$ cat config.mk
export PLATFORM = sky130hd
export DESIGN_NAME = mf3_queue
export DESIGN_NICKNAME = d
export VERILOG_FILES = /design/src/rtl/core/mf3_pkg.sv /design/src/rtl/core/mf3_queue.sv
export SDC_FILE = /design/constraint.sdc
export NUM_CORES = 1
export LEC_CHECK = 0
export BUFFER_PORTS_ARGS = -buffer_cell sky130_fd_sc_hd__buf_2
export CAP_MARGIN = 15
export CORE_ASPECT_RATIO = 2
export CORE_MARGIN = 5
export CORE_UTILIZATION = 50
export CTS_CLUSTER_DIAMETER = 60
export DETAILED_ROUTE_END_ITERATION = 7
export GPL_TIMING_DRIVEN = 0
export PLACE_DENSITY = 0.7
export SLEW_MARGIN = 20
export SYNTH_ARGS = -nofsm -noshare
export SYNTH_HDL_FRONTEND = slang
export SYNTH_SLANG_ARGS = --single-unit
$ cat constraint.sdc
create_clock -name aclk -period 3.6 [get_ports aclk]
set_clock_uncertainty 0.15 [all_clocks]
set_input_delay 0.54 -clock aclk [delete_from_list [all_inputs] [get_ports aclk]]
set_output_delay 0.54 -clock aclk [all_outputs]
set_load 0.02 [all_outputs]
$ cat src/rtl/core/mf3_pkg.sv
`default_nettype none

package mf3_pkg;

    localparam int PIXEL_W      = 8;
    localparam int WIDTH_REG_W  = 11;
    localparam int HEIGHT_REG_W = 13;
    localparam int CFG_DATA_W   = 13;
    localparam int CFG_INDEX_W  = 1;
    localparam int ROW_W        = 12;

    localparam int MAX_HEIGHT    = 4096;
    localparam int MAX_WIDTH_DEF = 1024;
    localparam int WIN_SIZE      = 9;

    localparam int QUEUE_DEPTH = 4;
    localparam int QPTR_W      = $clog2(QUEUE_DEPTH);
    localparam int QCOUNT_W    = $clog2(QUEUE_DEPTH + 1);
    localparam int QLOAD_W     = QCOUNT_W + 1;

    localparam logic [WIDTH_REG_W-1:0]  WIDTH_RESET  = 11'd512;
    localparam logic [HEIGHT_REG_W-1:0] HEIGHT_RESET = 13'd512;

    localparam logic [CFG_INDEX_W-1:0] REG_IMAGE_WIDTH  = 1'b0;
    localparam logic [CFG_INDEX_W-1:0] REG_IMAGE_HEIGHT = 1'b1;

    typedef logic [PIXEL_W-1:0] pixel_t;

    // One classified item: the column of the window it brings in, plus what to do with it.
    typedef struct packed {
        pixel_t up;
        pixel_t lo;
        pixel_t pix;
        logic   emit;
        logic   interior;
        logic   last;
    } item_t;

    typedef struct packed {
        logic  valid;
        item_t item;
    } push_t;

    typedef struct packed {
        logic                valid;
        logic [QCOUNT_W-1:0] count;
    } q_status_t;

endpackage

`default_nettype wire

$ cat src/rtl/core/mf3_queue.sv
`default_nettype none

module mf3_queue (
    input  wire logic          aclk,
    input  wire logic          aresetn,
    input  wire mf3_pkg::push_t push,
    input  wire logic          pop,
    output mf3_pkg::item_t     head,
    output mf3_pkg::q_status_t status
);

    localparam logic [mf3_pkg::QPTR_W-1:0] LAST_SLOT = mf3_pkg::QPTR_W'(mf3_pkg::QUEUE_DEPTH - 1);

    mf3_pkg::item_t                 slot_reg [mf3_pkg::QUEUE_DEPTH];
    logic [mf3_pkg::QPTR_W-1:0]     wr_ptr_reg;
    logic [mf3_pkg::QPTR_W-1:0]     rd_ptr_reg;
    logic [mf3_pkg::QCOUNT_W-1:0]   count_reg;
    logic [mf3_pkg::QCOUNT_W-1:0]   count_next;

    always_comb begin
        case ({push.valid, pop})
            2'b10:   count_next = count_reg + 1'b1;
            2'b01:   count_next = count_reg - 1'b1;
            default: count_next = count_reg;
        endcase
    end

    always_ff @(posedge aclk) begin
        if (!aresetn) begin
            wr_ptr_reg <= '0;
            rd_ptr_reg <= '0;
            count_reg  <= '0;
        end else begin
            if (push.valid) begin
                wr_ptr_reg <= (wr_ptr_reg == LAST_SLOT) ? '0 : wr_ptr_reg + 1'b1;
            end
            if (pop) begin
                rd_ptr_reg <= (rd_ptr_reg == LAST_SLOT) ? '0 : rd_ptr_reg + 1'b1;
            end
            count_reg <= count_next;
        end
    end

    always_ff @(posedge aclk) begin
        if (push.valid) begin
            slot_reg[wr_ptr_reg] <= push.item;
        end
    end

    assign head         = slot_reg[rd_ptr_reg];
    assign status.valid = count_reg != '0;
    assign status.count = count_reg;

endmodule

`default_nettype wire

==> out/results.ini <==
[setup_path]
path_buf_inv = 3
cp_common_cell = buf_2
crit_required_ps = 2910
cp.arrival_ps = 1780
startpoint_type = flop
worstPathMaxFanout = 10
crit_chain = buf_2 -> buf_2 -> mux4_2 -> buf_2
ff2ff_path_depth = 3
cpMaxStageDelayCell = mux4_2
r2r-start = wr_ptr_reg[0]
critPathTopFamily = buffers and inverters
rr_endpoint = slot_reg[2][22]
end_kind = output port
ff2ff_setup_slack_ps = 1900
max_stage_delay_ps = 360
crit_type = reg2out

[cells_and_area]
fill_cells = 586
stdcell_area_sq_um = 5390
final_layout_size_suffix_gt1_share_pct = 41.9
area_delta_synth_final_pct = 22.7
layout.cells.most_common = edfxtp_1
fin_nets = 304
largest_reg_flops = 108
layout_common_cells = edfxtp_1, buf_2, mux4_2
diodes = 0

[power]
sequentialPowerShare_pct = 48.6
p_sw_share_pct = 21.5
peakVddDrop_mv = 0.372
power_frac_comb_pct = 9.6
internal_power_mw = 2.53
p_switching_mw = 0.695
p_per_area_nw_per_um2 = 599
clockPowerShare_pct = 41.8
power_leakage_nw = 1.93

[timing]
tns_ps = 0
worst_pin_slew_ps = 696
maxSlewViolCount = 0
slew_headroom_pct = 53.6
setup_viol = 0
layout_min_cycle_time_ps = 2470
fmax_mhz = 406
finalHoldViolations = 0
rsz0062_at_grt = false
min_period_over_period_pct = 68.5

[drt]
ant_nets = 0
vias = 2051
drt_iter0_markers = 106
vias_per_cell = 5.44
wirelength_mm = 7.12
drtPass1Iterations = 5
drc = 0
detail_route.wl_per_cell_um = 18.9

[logic_synthesis]
netlist_instances = 183
ys_seq_area_share_pct = 77.9
synth_cell_type_count = 20
yosysTopAreaCellShare_pct = 73.8
syn_area_sq_um = 4390
synthesis.nets = 221
syn_area_per_cell_sq_um = 24.0
yosys_warnings = 0
yosys.area.top_type = edfxtp_1
synthTopCellsByArea = edfxtp_1, mux4_2, mux4_1, dfxtp_1, ha_1
synth-seq-cells = 117

[floorplanning]
die_w_um = 76.3
die_area_sq_um = 10900
core_area_sq_um = 8590
die_h_um = 143
rows = 48
start_util_pct = 51.2
io_pins = 62

[job]
max_cap_viol_count = 0

[clock_network]
h-tree-depth = 4
clk_latency_ps = 400
clk_pin_slew_ps = 50
cts_hold_buf = 0
clockBufferDepth = 2
cts_setup_buffers = 0
root_buffer = clkbuf_16
cts_tree = done
cts_made_buffers = 17
clkSinkCount = 117
ctsResizeCount = 0

[hold_path]
hold_depth = 1
holdPathEnd = slot_reg[0][26]
min_path_type = in2reg
min-delay-start = push[26]

[global_routing]
grt_overflow_total = 0
antenna_found_initial = 0
grt_pass1_vias = 2249
grt.total_usage_pct = 14.5
grt_max_degree = 28
grt_pass1_wl_mm = 11.5

[placed_design]
portBuffers = 61
dp_hpwl_mm = 4.71
postPlaceCellArea_sq_um = 4910
gp_congestion = 0.721

[run_status]
status = completed

-- cell families after synthesis --
family | Yosys count | share of synthesized area (%)
fa+ha+maj | 7 | 2.16
mux | 30 | 15.1
compound gates | 4 | 0.570
simple gates | 14 | 2.05
flops | 117 | 77.9
xor+xnor | 2 | 0.399
buf+inv | 9 | 1.77
-- synth_stat cells --
library cell  count
xnor2_1           2
fa_1              1
edfxtp_1        108
or3_1             2
nor3b_1           2
buf_2             3
a21boi_0          1
buf_6             1
mux2i_1           3
o21a_1            1
buf_12            2
mux4_2           20
inv_1             3
nor2b_1           5
dfxtp_1           9
o21ai_0           1
mux4_1            7
and2_1            5
a21oi_1           1
ha_1              6
-- how the worst max path moves through the flow --
stage	startpoint	to	slack (ps)	depth (start not counted)
after detailed placement	push[27]	count_reg[2]	1410	7
final	flop	head[24]	1130	4
after CTS	flop	head[18]	1080	4
after global routing	flop	head[24]	1030	4
after floorplan	push[27]	count_reg[2]	1650	6
after global placement	push[27]	slot_reg[0][6]	1170	2
-- layout make-up --
type	instances	area, sq um	share of cell area, %
buffer	6	66.3	1.23
clock buffer	21	440	8.17
clock inverter	9	40.0	0.743
inverter	3	11.3	0.209
multi-input combinational	57	897	16.6
sequential	117	3420	63.5
tap	100	125	2.32
timing repair buffer	64	388	7.19
-- layer usage --
layer	global-route usage, %	share of wire, %
met5	0	0
met2	24.1	54
met1	15.4	38
met3	5.89	6.1
met4	8.57	2.3
-- stage by stage --
stage,setup slack [ps],hold WS (ps),util (%),cells,total power [mW]
final,1130,198,62.8,377,3.23
after global routing,1030,185,62.8,377,3.35
after CTS,1080,176,62.8,377,3.27
after detailed placement,1410,351,57.2,347,1.91
after global placement,1170,342,56.2,344,1.89
after floorplan,1650,362,-,183,1.79
-- power by group through the flow --
stage                     clock network, mW  logic [mW]  registers (mW)
after floorplan                           0       0.192            1.60
after global placement                    0       0.301            1.59
after detailed placement                  0       0.318            1.59
after CTS                              1.38       0.319            1.57
after global routing                   1.44       0.337            1.57
final                                  1.35       0.310            1.57
No activity file was read; power rests on OpenSTA's default activity.
