File: config.mk
export PLATFORM = sky130hd
export DESIGN_NAME = mf3_back
export DESIGN_NICKNAME = d
export VERILOG_FILES = /design/src/rtl/core/mf3_pkg.sv /design/src/rtl/core/mf3_back.sv
export SDC_FILE = /design/constraint.sdc
export NUM_CORES = 1
export LEC_CHECK = 0
export ABC_AREA = 1
export BUFFER_PORTS_ARGS = -buffer_cell sky130_fd_sc_hd__buf_2
export CAP_MARGIN = 5
export CORE_MARGIN = 5
export CORE_UTILIZATION = 60
export CTS_CLUSTER_SIZE = 10
export DETAILED_ROUTE_END_ITERATION = 12
export PLACE_DENSITY = 0.78
export SLEW_MARGIN = 5
export SYNTH_ARGS = -nofsm -noshare
export SYNTH_HDL_FRONTEND = slang
export SYNTH_SLANG_ARGS = --single-unit
File: constraint.sdc
create_clock -name aclk -period 6.1 [get_ports aclk]
set_clock_uncertainty 0.1 [all_clocks]
set_input_delay 0.305 -clock aclk [delete_from_list [all_inputs] [get_ports aclk]]
set_output_delay 0.305 -clock aclk [all_outputs]
set_load 0.005 [all_outputs]
File: src/rtl/core/mf3_pkg.sv
`default_nettype none

package mf3_pkg;

    localparam int PIXEL_W      = 8;
    localparam int WIDTH_REG_W  = 11;
    localparam int HEIGHT_REG_W = 13;
    localparam int CFG_DATA_W   = 13;
    localparam int CFG_INDEX_W  = 1;
    localparam int ROW_W        = 12;

    localparam int MAX_HEIGHT    = 4096;
    localparam int MAX_WIDTH_DEF = 1024;
    localparam int WIN_SIZE      = 9;

    localparam int QUEUE_DEPTH = 4;
    localparam int QPTR_W      = $clog2(QUEUE_DEPTH);
    localparam int QCOUNT_W    = $clog2(QUEUE_DEPTH + 1);
    localparam int QLOAD_W     = QCOUNT_W + 1;

    localparam logic [WIDTH_REG_W-1:0]  WIDTH_RESET  = 11'd512;
    localparam logic [HEIGHT_REG_W-1:0] HEIGHT_RESET = 13'd512;

    localparam logic [CFG_INDEX_W-1:0] REG_IMAGE_WIDTH  = 1'b0;
    localparam logic [CFG_INDEX_W-1:0] REG_IMAGE_HEIGHT = 1'b1;

    typedef logic [PIXEL_W-1:0] pixel_t;

    // One classified item: the column of the window it brings in, plus what to do with it.
    typedef struct packed {
        pixel_t up;
        pixel_t lo;
        pixel_t pix;
        logic   emit;
        logic   interior;
        logic   last;
    } item_t;

    typedef struct packed {
        logic  valid;
        item_t item;
    } push_t;

    typedef struct packed {
        logic                valid;
        logic [QCOUNT_W-1:0] count;
    } q_status_t;

endpackage

`default_nettype wire

File: src/rtl/core/mf3_back.sv
`default_nettype none

module mf3_back (
    input  wire logic           aclk,
    input  wire logic           aresetn,
    input  wire mf3_pkg::item_t head,
    input  wire logic           head_valid,
    output logic                pop,
    output logic                out_valid,
    input  wire logic           out_ready,
    output mf3_pkg::pixel_t     out_pixel,
    output logic                out_last
);

    localparam int WIN_IDX_W = $clog2(mf3_pkg::WIN_SIZE);

    typedef logic [WIN_IDX_W-1:0] idx_t;
    typedef logic [mf3_pkg::WIN_SIZE-1:0][mf3_pkg::PIXEL_W-1:0] win_t;

    // Compare and exchange so that the first index holds the smaller value.
    function automatic win_t cmp_swap(input win_t v, input idx_t i, input idx_t j);
        win_t r;
        r = v;
        if (v[i] > v[j]) begin
            r[i] = v[j];
            r[j] = v[i];
        end
        return r;
    endfunction

    logic            en;
    win_t            win_reg;
    win_t            win_next;
    win_t            s1_sorted;
    win_t            s2_sorted;
    win_t            s3_sorted;

    logic            s1_valid_reg;
    win_t            s1_win_reg;
    logic            s1_interior_reg;
    logic            s1_last_reg;
    mf3_pkg::pixel_t s1_center_reg;

    logic            s2_valid_reg;
    win_t            s2_win_reg;
    logic            s2_interior_reg;
    logic            s2_last_reg;
    mf3_pkg::pixel_t s2_center_reg;

    logic            out_valid_reg;
    mf3_pkg::pixel_t out_pixel_reg;
    logic            out_last_reg;

    // The whole pipeline moves when the output register is free or is being emptied.
    assign en  = !out_valid_reg || out_ready;
    assign pop = en && head_valid;

    always_comb begin
        for (int r = 0; r < 3; r++) begin
            win_next[r*3]     = win_reg[r*3 + 1];
            win_next[r*3 + 1] = win_reg[r*3 + 2];
        end
        win_next[2] = head.up;
        win_next[5] = head.lo;
        win_next[8] = head.pix;
    end

    // Nine-input median network: sort each row, then pick across rows.
    always_comb begin
        s1_sorted = win_next;
        s1_sorted = cmp_swap(s1_sorted, idx_t'(1), idx_t'(2));
        s1_sorted = cmp_swap(s1_sorted, idx_t'(4), idx_t'(5));
        s1_sorted = cmp_swap(s1_sorted, idx_t'(7), idx_t'(8));
        s1_sorted = cmp_swap(s1_sorted, idx_t'(0), idx_t'(1));
        s1_sorted = cmp_swap(s1_sorted, idx_t'(3), idx_t'(4));
        s1_sorted = cmp_swap(s1_sorted, idx_t'(6), idx_t'(7));
        s1_sorted = cmp_swap(s1_sorted, idx_t'(1), idx_t'(2));
        s1_sorted = cmp_swap(s1_sorted, idx_t'(4), idx_t'(5));
        s1_sorted = cmp_swap(s1_sorted, idx_t'(7), idx_t'(8));
    end

    always_comb begin
        s2_sorted = s1_win_reg;
        s2_sorted = cmp_swap(s2_sorted, idx_t'(0), idx_t'(3));
        s2_sorted = cmp_swap(s2_sorted, idx_t'(5), idx_t'(8));
        s2_sorted = cmp_swap(s2_sorted, idx_t'(4), idx_t'(7));
        s2_sorted = cmp_swap(s2_sorted, idx_t'(3), idx_t'(6));
        s2_sorted = cmp_swap(s2_sorted, idx_t'(1), idx_t'(4));
        s2_sorted = cmp_swap(s2_sorted, idx_t'(2), idx_t'(5));
    end

    always_comb begin
        s3_sorted = s2_win_reg;
        s3_sorted = cmp_swap(s3_sorted, idx_t'(4), idx_t'(7));
        s3_sorted = cmp_swap(s3_sorted, idx_t'(4), idx_t'(2));
        s3_sorted = cmp_swap(s3_sorted, idx_t'(6), idx_t'(4));
        s3_sorted = cmp_swap(s3_sorted, idx_t'(4), idx_t'(2));
    end

    always_ff @(posedge aclk) begin
        if (!aresetn) begin
            win_reg       <= '0;
            s1_valid_reg  <= 1'b0;
            s2_valid_reg  <= 1'b0;
            out_valid_reg <= 1'b0;
        end else begin
            if (pop) begin
                win_reg <= win_next;
            end
            if (en) begin
                s1_valid_reg  <= pop && head.emit;
                s2_valid_reg  <= s1_valid_reg;
                out_valid_reg <= s2_valid_reg;
            end
        end
    end

    always_ff @(posedge aclk) begin
        if (en) begin
            s1_win_reg      <= s1_sorted;
            s1_interior_reg <= head.interior;
            s1_last_reg     <= head.last;
            s1_center_reg   <= win_next[4];

            s2_win_reg      <= s2_sorted;
            s2_interior_reg <= s1_interior_reg;
            s2_last_reg     <= s1_last_reg;
            s2_center_reg   <= s1_center_reg;

            out_pixel_reg   <= s2_interior_reg ? s3_sorted[4] : s2_center_reg;
            out_last_reg    <= s2_last_reg;
        end
    end

    assign out_valid = out_valid_reg;
    assign out_pixel = out_pixel_reg;
    assign out_last  = out_last_reg;

endmodule

`default_nettype wire

==> impl_metrics.ini, run 1 <==
[synthesis]
synth_top_area_share_pct = 33.6
synth_cells = 1442
synth_seq_cells = 184
synth_area_leader_cell = edfxtp_1
ys.flop_type = edfxtp_1
syn_nets = 1624
ys_types = 40
synth_warnings = 0
syn-cell-area_um2 = 11900
yosysSeqAreaShare_pct = 42.1
async_flop_share_pct = 0
synth_edf_count = 133
avgSynthCellArea_um2 = 8.25
synthTopCellsByArea = edfxtp_1 34%, ha_1 16%, o21ai_0 10%

[worst_setup_path]
critPathMaxStageDelay_ns = 0.44
startpoint = s2_win_reg[33]
r2r_end = out_pixel[5]
cp-endpoint = out_pixel[5]
path_common_cell = nand2_1
worstPathMaxFanout = 19
worstRegToRegCells = 36
criticalPathCategory = reg -> reg
reg2reg_setup_slack_ns = 0.48
cp-start-kind = flip-flop
crit_arrival_ns = 5.71
cp.required_ns = 6.19
crit-reg2reg-launch = s2_win_reg[33]
crit_slowest_cell = edfxtp_1
crit_path_end_kind = flip-flop

[floorplanning]
die_area_um2 = 22800
start_util_pct = 61.0
rows = 51
die_w_um = 151
ioPinCount = 42
die_h_um = 151
coreArea_um2 = 19500

[sta]
setup_viol = 0
worst_pin_slew_ns = 1.09
period_share_pct = 92.1
hold_viol = 0
max_freq_mhz = 178
slew_viol_final = 0
whs_ns = 0.0488
period_needed_ns = 5.62
fin_tns_setup_ns = 0
relSlewSlack_pct = 27.0

[hold_path]
hp-class = in -> reg

[placed_design]
place_area_um2 = 12300
port_buffers = 41
placed_cells = 1713
place_congestion = 0.921
dpl.hpwl_um = 20300

[cts]
clk_pin_slew_ns = 0.08
clock_sinks = 184
cts_buffer_depth = 2
cts_tree = built
cts_setup_buffers = 0
numCtsBuffers = 17
insertion_delay_ns = 0.44
cts.htree.levels = 4
root_buffer = clkbuf_16

[global_route]
grt_max_degree = 75
grt_pass1_wl_um = 44300
gr-total-overflow = 0
grt_usage_pct = 24.6
antenna_found_initial = 0
grt_pass1_vias = 9227

[cells_and_area]
diodes = 0
area_growth_pct = 9.86
layout-drive-gt1-share_pct = 8.70
final_nets = 1652
n_fill_cell = 1649
final_cell_area_um2 = 13100
final_cells = 1748
largest_reg_flops = 72

[routing]
drcViolationCount = 0
finalWirelength_um = 26700
drt_iter0_markers = 793
drt_first_pass_iters = 5
vias = 9704
avgViaCountPerCell = 5.55
avgRoutedWirePerCell_um = 15.3
drtAntennaViolNets = 0

[status]
status = completed

[flow_run]
drv_cap = 0
cells in the mapped netlist (2+ instances only):
cell	count
o21a_1	2
nand4_2	2
a211oi_1	4
ha_1	151
buf_2	12
nand2_2	15
clkbuf_1	33
a32oi_1	3
dfxtp_1	51
o211ai_1	8
nand4_1	6
inv_1	164
o21bai_1	3
a21oi_1	130
edfxtp_1	133
o21ai_0	243
o21ai_1	10
o21ai_2	2
inv_2	2
a221oi_1	3
nand2_4	3
nor2_1	111
o221ai_1	3
buf_1	2
nand2_1	302
nand3_1	30
layout make-up:
cell class | instances | area, µm² | area share, %
clock inverter | 15 | 198 | 1.51
tap | 265 | 332 | 2.54
inverter | 167 | 634 | 4.85
sequential | 184 | 5010 | 38.4
timing repair buffer | 57 | 333 | 2.55
clock buffer | 17 | 425 | 3.25
multi-input combinational | 1043 | 6140 | 47.0
worst min path at each step:
stage	startpoint	end	slack, ns	depth (start not counted)
after floorplan	s2_last_reg	out_last	0.30	0
after global placement	s2_last_reg	out_last	0.30	0
after detailed placement	s1_center_reg[5]	s2_center_reg[5]	0.31	0
after CTS	head[7]	win_next[60]	0.04	3
after global routing	head[22]	win_next[11]	0.07	3
final	head[7]	win_next[60]	0.05	3
per-layer routing:
metal / up-vias / share of wire (%) / GRT usage (%)
li1: 4998 / - / -
met1: 4377 / 45 / 33.3
met3: 49 / 4.9 / 2.96
met4: 0 / 3.0 / 9.47
met2: 280 / 47 / 40.6
met5: - / 0 / 0
cells in the final DEF, fill, tap and decap left out, types with 13 or more instances in the layout:
cell / instances
edfxtp_1: 133
nand3_1: 30
inv_1: 161
clkbuf_16: 17
nor2_1: 109
nand2_1: 302
a21oi_1: 130
buf_4: 13
dfxtp_1: 51
o21ai_1: 15
ha_1: 151
nand2_2: 15
buf_2: 41
o21ai_0: 235
metrics by stage:
stage	util (%)	setup WS [ns]
3_5_place_dp	63.2	0.0326
2_1_floorplan	-	0.627
4_1_cts	66.5	0.0770
5_1_grt	67.0	-0.0106
3_3_place_gp	63.2	0.0325
6_report	67.0	0.481
kinds of logic after synthesis:
kind of cell	after synthesis	synth area share, %
buffers and inverters	215	6.96
and+or+nand+nor	476	16.6
adders and majority gates	151	15.9
DFF	184	42.1
AOI/OAI and AO/OA	416	18.5
critical path: cells and delay by family, from the launching register on:
| kind | cells | cell delay [ns] |
|---|---|---|
| AOI/OAI and AO/OA | 4 | 0.88 |
| adders and majority gates | 4 | 1.31 |
| buffers and inverters | 3 | 0.26 |
| DFF | 1 | 0.44 |
| and+or+nand+nor | 25 | 2.35 |
what timing repair did:
item	in CTS	in global routing
hold buffers	3	0
gates resized for setup	1	21
hold endpoints to repair	3	0
endpoints found under the setup margin	1	29
pin swaps	0	1
Power of run 1 is left out: the tool's default activity adds up to more than one toggle a clock period on the data nets, which glitch-free logic cannot reach.
==> run 2, diff against run 1 <==
--- a/config.mk
+++ b/config.mk
@@ -5,14 +5,13 @@
 export SDC_FILE = /design/constraint.sdc
 export NUM_CORES = 1
 export LEC_CHECK = 0
-export ABC_AREA = 1
 export BUFFER_PORTS_ARGS = -buffer_cell sky130_fd_sc_hd__buf_2
 export CAP_MARGIN = 5
 export CORE_MARGIN = 5
 export CORE_UTILIZATION = 60
 export CTS_CLUSTER_SIZE = 10
 export DETAILED_ROUTE_END_ITERATION = 12
-export PLACE_DENSITY = 0.78
+export PLACE_DENSITY = 0.77
 export SLEW_MARGIN = 5
 export SYNTH_ARGS = -nofsm -noshare
 export SYNTH_HDL_FRONTEND = slang
==> run 2 against run 1 <==
  * The run now ends with negative setup slack left
  * Synthesized cell count decreased by 13%
  * Maximum frequency fell by 12%
  * Setup slack lost 0.75 ns
  * Sequential share of layout area fell by 3.2 points
  * Critical endpoint is now out_pixel[0]
  * Critical path depth down 6
  * Via count decreased by 2.0%
  * Register-to-register slack got worse by 0.75 ns
  * Area after synthesis up 3.4%
  * Die area up 3.2%
  * Non-clock buffer count is 55 higher
  * Core utilization grew 3.5 points
  * Sequential cell count unchanged
==> impl_metrics.ini, run 2 <==
[status]
status = complete, but fails checks
violations = negative setup slack

[sta]
worst_pin_slew_ns = 1.02
relSlewSlack_pct = 31.9
period_needed_ns = 6.37
whs_ns = 0.0360
fin_tns_setup_ns = -1.50
setup_ws_ns = -0.267
rsz0062_at_grt = yes
setup_viol = 8
max_freq_mhz = 157
slew_viol_final = 0
period_share_pct = 104
hold_viol = 0

[cells_and_area]
finish.utilization_pct = 70.5
diodes = 0
final_nets = 1522
final_common_cell = nand2_1
largest_reg_flops = 72
final_cell_mix = 144 x nand2_1, 143 x ha_1, 133 x edfxtp_1
area_growth_pct = 15.8
final_cell_area_um2 = 14300
final_cells = 1623
layout-drive-gt1-share_pct = 17.5

[placed_design]
port_buffers = 41
preCtsSetupSlack_ns = -0.366
dpl.hpwl_um = 21800
place_area_um2 = 13300
placed_cells = 1576
place_congestion = 0.945

[hold_path]
hp-class = in -> reg
worstHoldEndpoint = win_next[9]
hp-start = head[20]
hold_path_depth = 3

[synthesis]
yosys-top-cells-count = 151 x ha_1, 145 x nand2_1, 133 x edfxtp_1
ys_types = 49
synth_area_leader_cell = edfxtp_1
synth_seq_cells = 184
avgSynthCellArea_um2 = 9.84
post_synth_mux_area_share_pct = 11.0
syn-cell-area_um2 = 12300
synthTopCellsByArea = edfxtp_1 32%, ha_1 15%, dfxtp_1 8.3%
synth_warnings = 0
async_flop_share_pct = 0
synth_top_family_by_area = compound AO/OA/AOI/OAI gates
synth-xor-area-share_pct = 0.0711
syn_nets = 1433
synthSimpleGateAreaFrac_pct = 10.9
synth_edf_count = 133
ys.flop_type = edfxtp_1
synth_compound_area_share_pct = 16.8
synth_adder_area_share_pct = 15.3
yosysSeqAreaShare_pct = 40.7
synth_cells = 1251
synth_most_common_cell = ha_1
synth_top_area_share_pct = 32.4

[global_route]
grt_pass1_wl_um = 46100
grt_max_degree = 81
use_met3_pct = 3.36
gr-total-overflow = 0
use_met2_pct = 41.6
antenna_found_initial = 0
busiest_layer = met2
grt_use_met1_pct = 32.3
grt_usage_pct = 24.4
grt_pass1_vias = 9100

[floorplanning]
ioPinCount = 42
die_h_um = 153
start_util_pct = 60.9
die_area_um2 = 23500
rows = 52
coreArea_um2 = 20200
die_w_um = 153

[routing]
drt_iter0_markers = 662
drtAntennaViolNets = 0
drcViolationCount = 0
avgRoutedWirePerCell_um = 17.9
finalWirelength_um = 29000
drt_first_pass_iters = 5
vias = 9507
avgViaCountPerCell = 5.86

[worst_setup_path]
critPathMaxStageDelay_ns = 0.42
crit_path_end_kind = flip-flop
cp-start-kind = flip-flop
reg2reg_setup_slack_ns = -0.27
crit_arrival_ns = 6.46
cp.required_ns = 6.19
worstRegToRegCells = 30
crit-reg2reg-launch = s2_win_reg[61]
worst-path-stages = 30
worstPathMaxFanout = 7
cpLargestDelayFamily = compound AO/OA/AOI/OAI gates
critPathBufInv = 3
crit_slowest_cell = edfxtp_1
criticalPathCategory = reg -> reg
r2r_end = out_pixel[0]

[pwr]
leakage_nw = 6.24
max-vdd-ir-drop_uv = 529
power.density_nw_per_um2 = 651
power_mw = 9.28

[cts]
cts.htree.levels = 4
numCtsBuffers = 17
cts_tree = built
clk_pin_slew_ns = 0.08
cts_buffer_depth = 2
insertion_delay_ns = 0.44
root_buffer = clkbuf_16
clock_sinks = 184

[flow_run]
drv_cap = 0
-- run 2: power breakdown --
| group | switching (mW) | internal [mW] | total [mW] | leakage, nW |
|---|---|---|---|---|
| registers | 0.251 | 1.79 | 2.04 | 1.94 |
| clock network | 0.520 | 0.625 | 1.15 | 0.299 |
| logic | 3.05 | 3.04 | 6.09 | 4.00 |
| total | 3.82 | 5.46 | 9.28 | 6.24 |
-- run 2: area by class of cell --
class / count / area, µm²
Multi-Input combinational cell: 905 / 7060
Inverter: 120 / 453
Clock buffer: 18 / 429
Clock inverter: 14 / 180
Fill cell: 1513 / 5970
Timing Repair Buffer: 112 / 785
Sequential cell: 184 / 5010
Tap cell: 270 / 338
-- run 2: kinds of logic (layout without fill, tap and decap cells) --
kind of cell / count (synthesis) / in the layout
AND/OR/NAND/NOR: 301 / 302
multiplexers: 131 / 131
XOR/XNOR: 1 / 1
flip-flops: 184 / 184
buffers and inverters: 164 / 264
AO/OA/AOI/OAI: 319 / 320
adder cells (fa/ha/maj): 151 / 151
-- run 2: tightest hold or removal path, cell delays in order --
cell	delay, ns
buf_2	0.11
nand2_1	0.05
a21boi_0	0.06
-- run 2: worst max path at each step --
| stage | from | to | slack, ns |
|---|---|---|---|
| 2_1_floorplan | s2_win_reg[37] | out_pixel[0] | -0.21 |
| 3_3_place_gp | s2_win_reg[61] | out_pixel[0] | -0.16 |
| 3_5_place_dp | s2_win_reg[61] | out_pixel[5] | -0.37 |
| 4_1_cts | s2_win_reg[61] | out_pixel[0] | -0.15 |
| 5_1_grt | s2_win_reg[61] | out_pixel[0] | -0.44 |
| 6_report | s2_win_reg[61] | out_pixel[0] | -0.27 |
-- run 2: timing repair --
item / in CTS / in global routing
endpoints found under the setup margin: 8 / 25
endpoints found under the hold margin: 2 / 0
hold buffers: 2 / 0
resized for setup: 14 / 28
setup buffers: 8 / 3
cloned: 2 / 0
pin swaps: 8 / 11
-- run 2: routing by layer --
metal	up-vias	part of all wire [%]	wire length, µm
met1	4500	45	12900
met4	0	2.8	805
li1	4709	-	-
met3	59	4.0	1170
met5	-	0	0
met2	239	49	14100
Note: power is estimated with default switching activity, not from simulation.
